[config.mk]
export PLATFORM = sky130hd
export DESIGN_NAME = dtpc_shade
export DESIGN_NICKNAME = d
export VERILOG_FILES = /design/src/hdl/depth_tested_pixel_to_console_cell_assert.svh /design/src/hdl/dtpc_pkg.sv /design/src/hdl/dtpc_shade.sv
export SDC_FILE = /design/constraint.sdc
export NUM_CORES = 2
export LEC_CHECK = 0
export BUFFER_PORTS_ARGS = -buffer_cell sky130_fd_sc_hd__buf_2
export CAP_MARGIN = 15
export CORE_UTILIZATION = 35
export CTS_BUF_LIST = sky130_fd_sc_hd__clkbuf_16
export DETAILED_ROUTE_END_ITERATION = 8
export GPL_TIMING_DRIVEN = 0
export SLEW_MARGIN = 20
export SYNTH_ARGS = -nofsm -noshare
export SYNTH_HDL_FRONTEND = slang
export SYNTH_SLANG_ARGS = --single-unit
[constraint.sdc]
create_clock -name clk -period 18 [get_ports clk]
set_input_delay 0.9 -clock clk [delete_from_list [all_inputs] [get_ports clk]]
set_output_delay 0.9 -clock clk [all_outputs]
set_load 0.1 [all_outputs]
[src/hdl/depth_tested_pixel_to_console_cell_assert.svh]
// ----------------------------------------------------------------------------
// Depth-tested pixel to console cell: assertion macros
// Short forms for clocked assertions with a reset guard (disable iff).
// ----------------------------------------------------------------------------
`ifndef DEPTH_TESTED_PIXEL_TO_CONSOLE_CELL_ASSERT_SVH
`define DEPTH_TESTED_PIXEL_TO_CONSOLE_CELL_ASSERT_SVH

// Consequent must hold in the same cycle as the antecedent.
`define DTPC_ASSERT_NOW(label, clk, rst, ante, cons, msg) \
  label: assert property (@(posedge clk) disable iff (rst) (ante) |-> (cons)) \
    else $error(msg);

// Consequent must hold in the cycle after the antecedent.
`define DTPC_ASSERT_NEXT(label, clk, rst, ante, cons, msg) \
  label: assert property (@(posedge clk) disable iff (rst) (ante) |=> (cons)) \
    else $error(msg);

`endif

[src/hdl/dtpc_pkg.sv]
// ----------------------------------------------------------------------------
// dtpc_pkg
// Shared types, sizes and thresholds of the depth-tested console cell block.
// ----------------------------------------------------------------------------
package dtpc_pkg;

  localparam int MAX_WIDTH   = 128;
  localparam int MAX_HEIGHT  = 64;
  localparam int STORE_DEPTH = MAX_WIDTH * MAX_HEIGHT;
  localparam int ADDR_W      = $clog2(STORE_DEPTH);
  localparam int XW          = $clog2(MAX_WIDTH);
  localparam int YW          = $clog2(MAX_HEIGHT);

  localparam int POS_W   = 12;
  localparam int DEPTH_W = 16;
  localparam int CHAN_W  = 8;
  localparam int CELL_W  = 13;
  localparam int PROD_W  = 2 * CHAN_W;
  localparam int SQ_W    = 2 * PROD_W;
  localparam int LUM_W   = 42;
  localparam int COEF_W  = 10;

  localparam int CFG_IDX_W  = 1;
  localparam int CFG_DATA_W = 8;
  localparam int SW_W       = 8;
  localparam int SH_W       = 7;
  localparam logic [SW_W-1:0] SCREEN_WIDTH_RST  = 8'd80;
  localparam logic [SH_W-1:0] SCREEN_HEIGHT_RST = 7'd25;

  typedef enum logic [CFG_IDX_W-1:0] {
    REG_SCREEN_WIDTH  = 1'b0,
    REG_SCREEN_HEIGHT = 1'b1
  } cfg_reg_t;

  typedef enum logic [2:0] {
    ST_CLEAR,
    ST_IDLE,
    ST_READ,
    ST_CHECK,
    ST_FINISH
  } state_t;

  typedef struct packed {
    logic                      mode;
    logic signed [POS_W-1:0]   pos_x;
    logic signed [POS_W-1:0]   pos_y;
    logic signed [DEPTH_W-1:0] depth;
    logic [CHAN_W-1:0]         red;
    logic [CHAN_W-1:0]         green;
    logic [CHAN_W-1:0]         blue;
    logic [CHAN_W-1:0]         weight;
  } pixel_t;

  typedef struct packed {
    logic              written;
    logic [CELL_W-1:0] cell_index;
    logic [7:0]        glyph;
    logic [7:0]        attribute;
  } result_t;

  typedef struct packed {
    logic [7:0] glyph;
    logic [7:0] attribute;
  } shade_t;

  // Luminance weights, scaled by 1000.
  localparam logic [COEF_W-1:0] LUM_COEF_R = 10'd299;
  localparam logic [COEF_W-1:0] LUM_COEF_G = 10'd587;
  localparam logic [COEF_W-1:0] LUM_COEF_B = 10'd114;

  // Full scale of a squared channel product: 65025 squared.
  localparam logic [63:0] FULL_SQ = 64'd4228250625;

  // Strict thresholds: value > T is the same as the exact rational test.
  localparam logic [63:0] LUM_HI_T64 = 64'd443556000 * FULL_SQ / 64'd1000000;
  localparam logic [63:0] LUM_LO_T64 = 64'd110889000 * FULL_SQ / 64'd1000000;
  localparam logic [LUM_W-1:0] LUM_HI_T = LUM_W'(LUM_HI_T64);
  localparam logic [LUM_W-1:0] LUM_LO_T = LUM_W'(LUM_LO_T64);

  localparam logic [PROD_W-1:0] CH_HI_T = PROD_W'(64'd43306650 / 64'd1000);
  localparam logic [PROD_W-1:0] CH_LO_T = PROD_W'(64'd21653325 / 64'd1000);

  // Glyph steps: lum >= G_k is the same as lum * 4.015^2 >= k^2 (rounded up).
  localparam logic [63:0] GLYPH_MUL  = 64'd644809;
  localparam logic [63:0] GLYPH_UNIT = 64'd40000000 * FULL_SQ;
  localparam logic [LUM_W-1:0] GLYPH_T1 =
    LUM_W'((64'd1 * GLYPH_UNIT + GLYPH_MUL - 64'd1) / GLYPH_MUL);
  localparam logic [LUM_W-1:0] GLYPH_T2 =
    LUM_W'((64'd4 * GLYPH_UNIT + GLYPH_MUL - 64'd1) / GLYPH_MUL);
  localparam logic [LUM_W-1:0] GLYPH_T3 =
    LUM_W'((64'd9 * GLYPH_UNIT + GLYPH_MUL - 64'd1) / GLYPH_MUL);
  localparam logic [LUM_W-1:0] GLYPH_T4 =
    LUM_W'((64'd16 * GLYPH_UNIT + GLYPH_MUL - 64'd1) / GLYPH_MUL);

  localparam logic [7:0] SHADE_CODES [5] = '{8'h00, 8'hB0, 8'hB1, 8'hB2, 8'hDB};

  localparam logic [7:0] ATTR_LUM_HI   = 8'h88;
  localparam logic [7:0] ATTR_LUM_LO   = 8'h08;
  localparam logic [7:0] ATTR_RED_HI   = 8'h44;
  localparam logic [7:0] ATTR_RED_LO   = 8'h04;
  localparam logic [7:0] ATTR_GREEN_HI = 8'h22;
  localparam logic [7:0] ATTR_GREEN_LO = 8'h02;
  localparam logic [7:0] ATTR_BLUE_HI  = 8'h11;
  localparam logic [7:0] ATTR_BLUE_LO  = 8'h01;

endpackage

[src/hdl/dtpc_shade.sv]
// ----------------------------------------------------------------------------
// dtpc_shade
// Colour pipeline: weighted channels, squared luminance, glyph and attribute.
// ----------------------------------------------------------------------------
module dtpc_shade (
  input  logic             clk,
  input  logic             load,
  input  dtpc_pkg::pixel_t pixel,
  output dtpc_pkg::shade_t shade
);
  import dtpc_pkg::*;

  logic [PROD_W-1:0] p_red;
  logic [PROD_W-1:0] p_green;
  logic [PROD_W-1:0] p_blue;
  logic [SQ_W-1:0]   sq_red;
  logic [SQ_W-1:0]   sq_green;
  logic [SQ_W-1:0]   sq_blue;
  logic [7:0]        ch_attr;
  logic [LUM_W-1:0]  lum;
  logic [7:0]        lum_attr;
  logic [2:0]        level;

  // The first stage holds the products for the whole item; later stages
  // run freely and settle on it through the square and luminance registers.
  always_ff @(posedge clk) begin
    if (load) begin
      p_red   <= PROD_W'(pixel.red)   * PROD_W'(pixel.weight);
      p_green <= PROD_W'(pixel.green) * PROD_W'(pixel.weight);
      p_blue  <= PROD_W'(pixel.blue)  * PROD_W'(pixel.weight);
    end
  end

  always_ff @(posedge clk) begin
    sq_red   <= SQ_W'(p_red)   * SQ_W'(p_red);
    sq_green <= SQ_W'(p_green) * SQ_W'(p_green);
    sq_blue  <= SQ_W'(p_blue)  * SQ_W'(p_blue);
    ch_attr  <= ((p_red   > CH_HI_T) ? ATTR_RED_HI   :
                 (p_red   > CH_LO_T) ? ATTR_RED_LO   : 8'h00) |
                ((p_green > CH_HI_T) ? ATTR_GREEN_HI :
                 (p_green > CH_LO_T) ? ATTR_GREEN_LO : 8'h00) |
                ((p_blue  > CH_HI_T) ? ATTR_BLUE_HI  :
                 (p_blue  > CH_LO_T) ? ATTR_BLUE_LO  : 8'h00);
  end

  always_ff @(posedge clk) begin
    lum <= LUM_W'(LUM_COEF_R) * LUM_W'(sq_red)
         + LUM_W'(LUM_COEF_G) * LUM_W'(sq_green)
         + LUM_W'(LUM_COEF_B) * LUM_W'(sq_blue);
  end

  always_comb begin
    if (lum > LUM_HI_T) begin
      lum_attr = ATTR_LUM_HI;
    end else if (lum > LUM_LO_T) begin
      lum_attr = ATTR_LUM_LO;
    end else begin
      lum_attr = 8'h00;
    end

    if (lum >= GLYPH_T4) begin
      level = 3'd4;
    end else if (lum >= GLYPH_T3) begin
      level = 3'd3;
    end else if (lum >= GLYPH_T2) begin
      level = 3'd2;
    end else if (lum >= GLYPH_T1) begin
      level = 3'd1;
    end else begin
      level = 3'd0;
    end

    shade.glyph     = SHADE_CODES[level];
    shade.attribute = lum_attr | ch_attr;
  end

endmodule

==> metrics.md <==
| Metric | Value |
|---|---|
| Number of antenna violations at the first check in global routing | 3 |
| Post-synth EDFFs | 48 |
| Layout Skew | 0.0250 ns |
| Clock latency on the worst-skew pair | 0.52 ns |
| Area added between synthesis and finish | 6.52% |
| WP data arrival | 8.00 ns |
| Core area | 137000 sq um |
| Core Rows | 136 |
| Upper clock frequency limit | 0.132 GHz |
| Number of clock sinks | 189 |
| Global-route wire length before repair | 182000 um |
| Main synth FF type | dfxtp_1 |
| Post-synthesis sequential element count | 189 |
| Largest fanout on the critical path | 10 |
| Post-Synthesis Mean Instance Area | 9.44 sq um |
| Setup violations, final | 0 |
| Total number of yosys warnings | 0 |
| Slew Limit Fails | 0 |
| Detailed Route WL | 111000 um |
| Maximum number of pins on one net before global-route repair | 49 |
| DRC | 0 |
| Worst-margin pin slew | 0.818 ns |
| Clock-pin slew on the worst setup and hold paths | 0.10 ns |
| Share of final-layout standard cells stronger than drive strength 1 | 2.11% |
| TritonCTS clock tree | built |
| Count of routing violations after the opening detailed-route iteration | 1452 |
| Total of cells resized after clock tree synthesis | 0 |
| IO buf count | 47 |
| Worst Path Class, Setup | reg -> reg |
| Congestion Overflow GR | 0 |
| Source of the worst hold timing path | sq_green[0] |
| Routed length per instance | 15.8 um |
| Seq/Total Area, Yosys | 8.81% |
| Synthesized instance count | 5127 |
| Relative slew slack | 45.5% |
| Hold Crit Depth | 2 |
| Hold Buf Count CTS | 0 |
| Vias in the first global route | 35200 |
| Nature of the critical path startpoint | register |
| Number of diodes | 0 |
| Accumulated negative setup slack | 0 ns |
| Nature of the critical path endpoint | register |
| Result of the run | completed |
| Max Cap Violations | 0 |
| Post-synthesis cell area | 48400 sq um |
| Worst Path Required | 18.43 ns |
| Commonest cells after routing, fill and taps aside | inv_1 (1298), fa_1 (928), ha_1 (739) |
| Global routing usage summed across all routing layers | 16.3% |
| Post-detailed-route via-to-cell ratio | 4.77 |
| Startpoint of the worst register-to-register path | p_blue[5] |
| Async SR Flop Fraction | 0% |
| Clk Tree Root Cell | clkbuf_16 |
| Net count, final | 6940 |
| Starting Density | 35.2% |
| Die extent in x | 374 um |
| Residual antenna-violating net count after detailed routing | 0 |
| Detailed-placement wirelength estimate | 98400 um |
| Depth of the worst register-to-register path | 22 |
| Length of the first detailed-routing pass in iterations | 5 |
| Final number of hold-violating endpoints | 0 |
| Placer Congestion | 0.888 |
| Number of vias in the routed layout | 33400 |
| H-Tree Level Count | 4 |
| Hold Crit Endpoint | lum[0] |
| Final cycle utilization of the critical path | 42.1% |
| Longest Clk Path Bufs | 2 |
| Most common cell after layout, fill and taps aside | inv_1 |
| Boundary Pins | 91 |
| Floorplan die area | 140000 sq um |
| TritonCTS buffer count | 17 |
| Worst min-delay path category | reg -> reg |
| Number of buffers inserted to repair setup after CTS | 0 |
| Clock period minus worst slack | 7.57 ns |
| Destination of the worst register-to-register timing path | sq_blue[31] |
| FF-to-FF setup slack | 10.43 ns |
| Die Span Y | 374 um |
| Library cells used by synthesis | 77 |
| RSZ-0062 raised after global routing | no |
==> worst max-delay path by stage <==
stage                    start          end  slack [ns]  cells after the start
floorplan            p_blue[1]  sq_blue[31]       11.67                     23
global placement    sq_blue[0]      lum[37]       10.56                     26
detailed placement   p_blue[5]  sq_blue[31]       10.49                     22
CTS                  p_blue[5]  sq_blue[31]       10.42                     22
global route        sq_blue[0]      lum[41]        9.94                     26
finish               p_blue[5]  sq_blue[31]       10.43                     22
==> flip-flops by register name, summed over array words and instances, names as in the netlist <==
name / count
lum: 42
sq_blue: 31
sq_green: 31
sq_red: 31
p_blue: 16
p_green: 16
p_red: 16
ch_attr: 6
==> per-stage QoR <==
stage,util (%),instance area (sq um),setup WS (ns),std cells,hold WS [ns]
floorplan,-,48400,11.67,5132,0.443
global placement,37.1,50900,10.56,6973,0.644
detailed placement,37.1,50900,10.49,6973,0.671
CTS,37.5,51500,10.42,7005,0.702
global route,37.5,51500,9.94,7005,0.713
finish,37.5,51500,10.43,7005,0.681
==> cells in the mapped netlist (5+ instances only) <==
master	count	area (sq um)
a221oi_1	6	52.6
nand3_1	43	215
a211o_1	8	70.1
o2111ai_1	6	52.6
o211ai_1	11	82.6
edfxtp_1	48	1440
ha_1	739	9250
nand2b_1	27	169
o21a_1	32	240
nor2_1	172	646
inv_1	1298	4870
nand4b_1	7	61.3
a41oi_1	5	43.8
nand4_1	22	138
dfxtp_1	141	2820
o21bai_1	14	105
o21ai_0	102	510
clkbuf_1	110	413
or2_2	14	87.6
a21boi_0	12	90.1
or3_1	8	50.1
nor3_1	52	260
nor4_1	23	144
o41ai_1	6	52.6
a211oi_1	21	158
xor2_1	55	482
nor2b_1	46	288
xnor2_1	140	1230
fa_1	928	18600
and3_1	26	163
and2_1	285	1780
o31ai_1	11	82.6
nand2_1	345	1290
a31oi_1	27	169
a21o_1	102	766
a21oi_1	156	781
==> layer usage <==
layer  wire, um  GRT usage, %  vias to the layer above
li1           -             -                    16000
met1      51500          22.2                    16600
met2      51700          26.8                      657
met3       4290          1.92                      137
met4       3330          5.20                        0
met5          0             0                        -
==> cell families (layout without fill, tap and decap cells) <==
kind of cell	count (synthesis)	after routing	share of synthesized area [%]
adders and majority gates	1667	1667	57.5
xor gates and xnor gates	195	195	3.53
DFF	189	189	8.81
other	2	7	0.0155
AOI/OAI and AO/OA	564	564	7.67
buffers and inverters	1413	1492	11.0
and+or+nand+nor	1092	1092	11.4
muxes	5	5	0.122
==> cell type report <==
cell class | instances | area (sq um)
Multi-Input combinational cell | 3530 | 38800
Clock buffer | 17 | 425
Buffer | 114 | 440
Tap cell | 1794 | 2240
Fill cell | 13700 | 85800
Timing Repair Buffer | 47 | 238
Sequential cell | 189 | 4260
Clock inverter | 15 | 226
Inverter | 1299 | 4880
==> worst max-delay path, stage by stage, from the launching register on <==
cell and delay (ns):
edfxtp_1 0.39, clkbuf_1 0.40, clkbuf_1 0.56, nand2_1 0.27, fa_1 0.56, inv_1 0.05, fa_1 0.54, ha_1 0.14
inv_1 0.05, fa_1 0.50, inv_1 0.05, fa_1 0.46, fa_1 0.50, ha_1 0.25, a2111oi_0 0.45, o21ai_0 0.25
a32oi_1 0.33, a21oi_1 0.22, a2111oi_1 0.66, o21bai_1 0.20, a211o_1 0.33, a21oi_1 0.18, xnor2_1 0.15
Power is not shown: default switching activity piles up to over one toggle a cycle in this logic, so the estimate is an artifact.
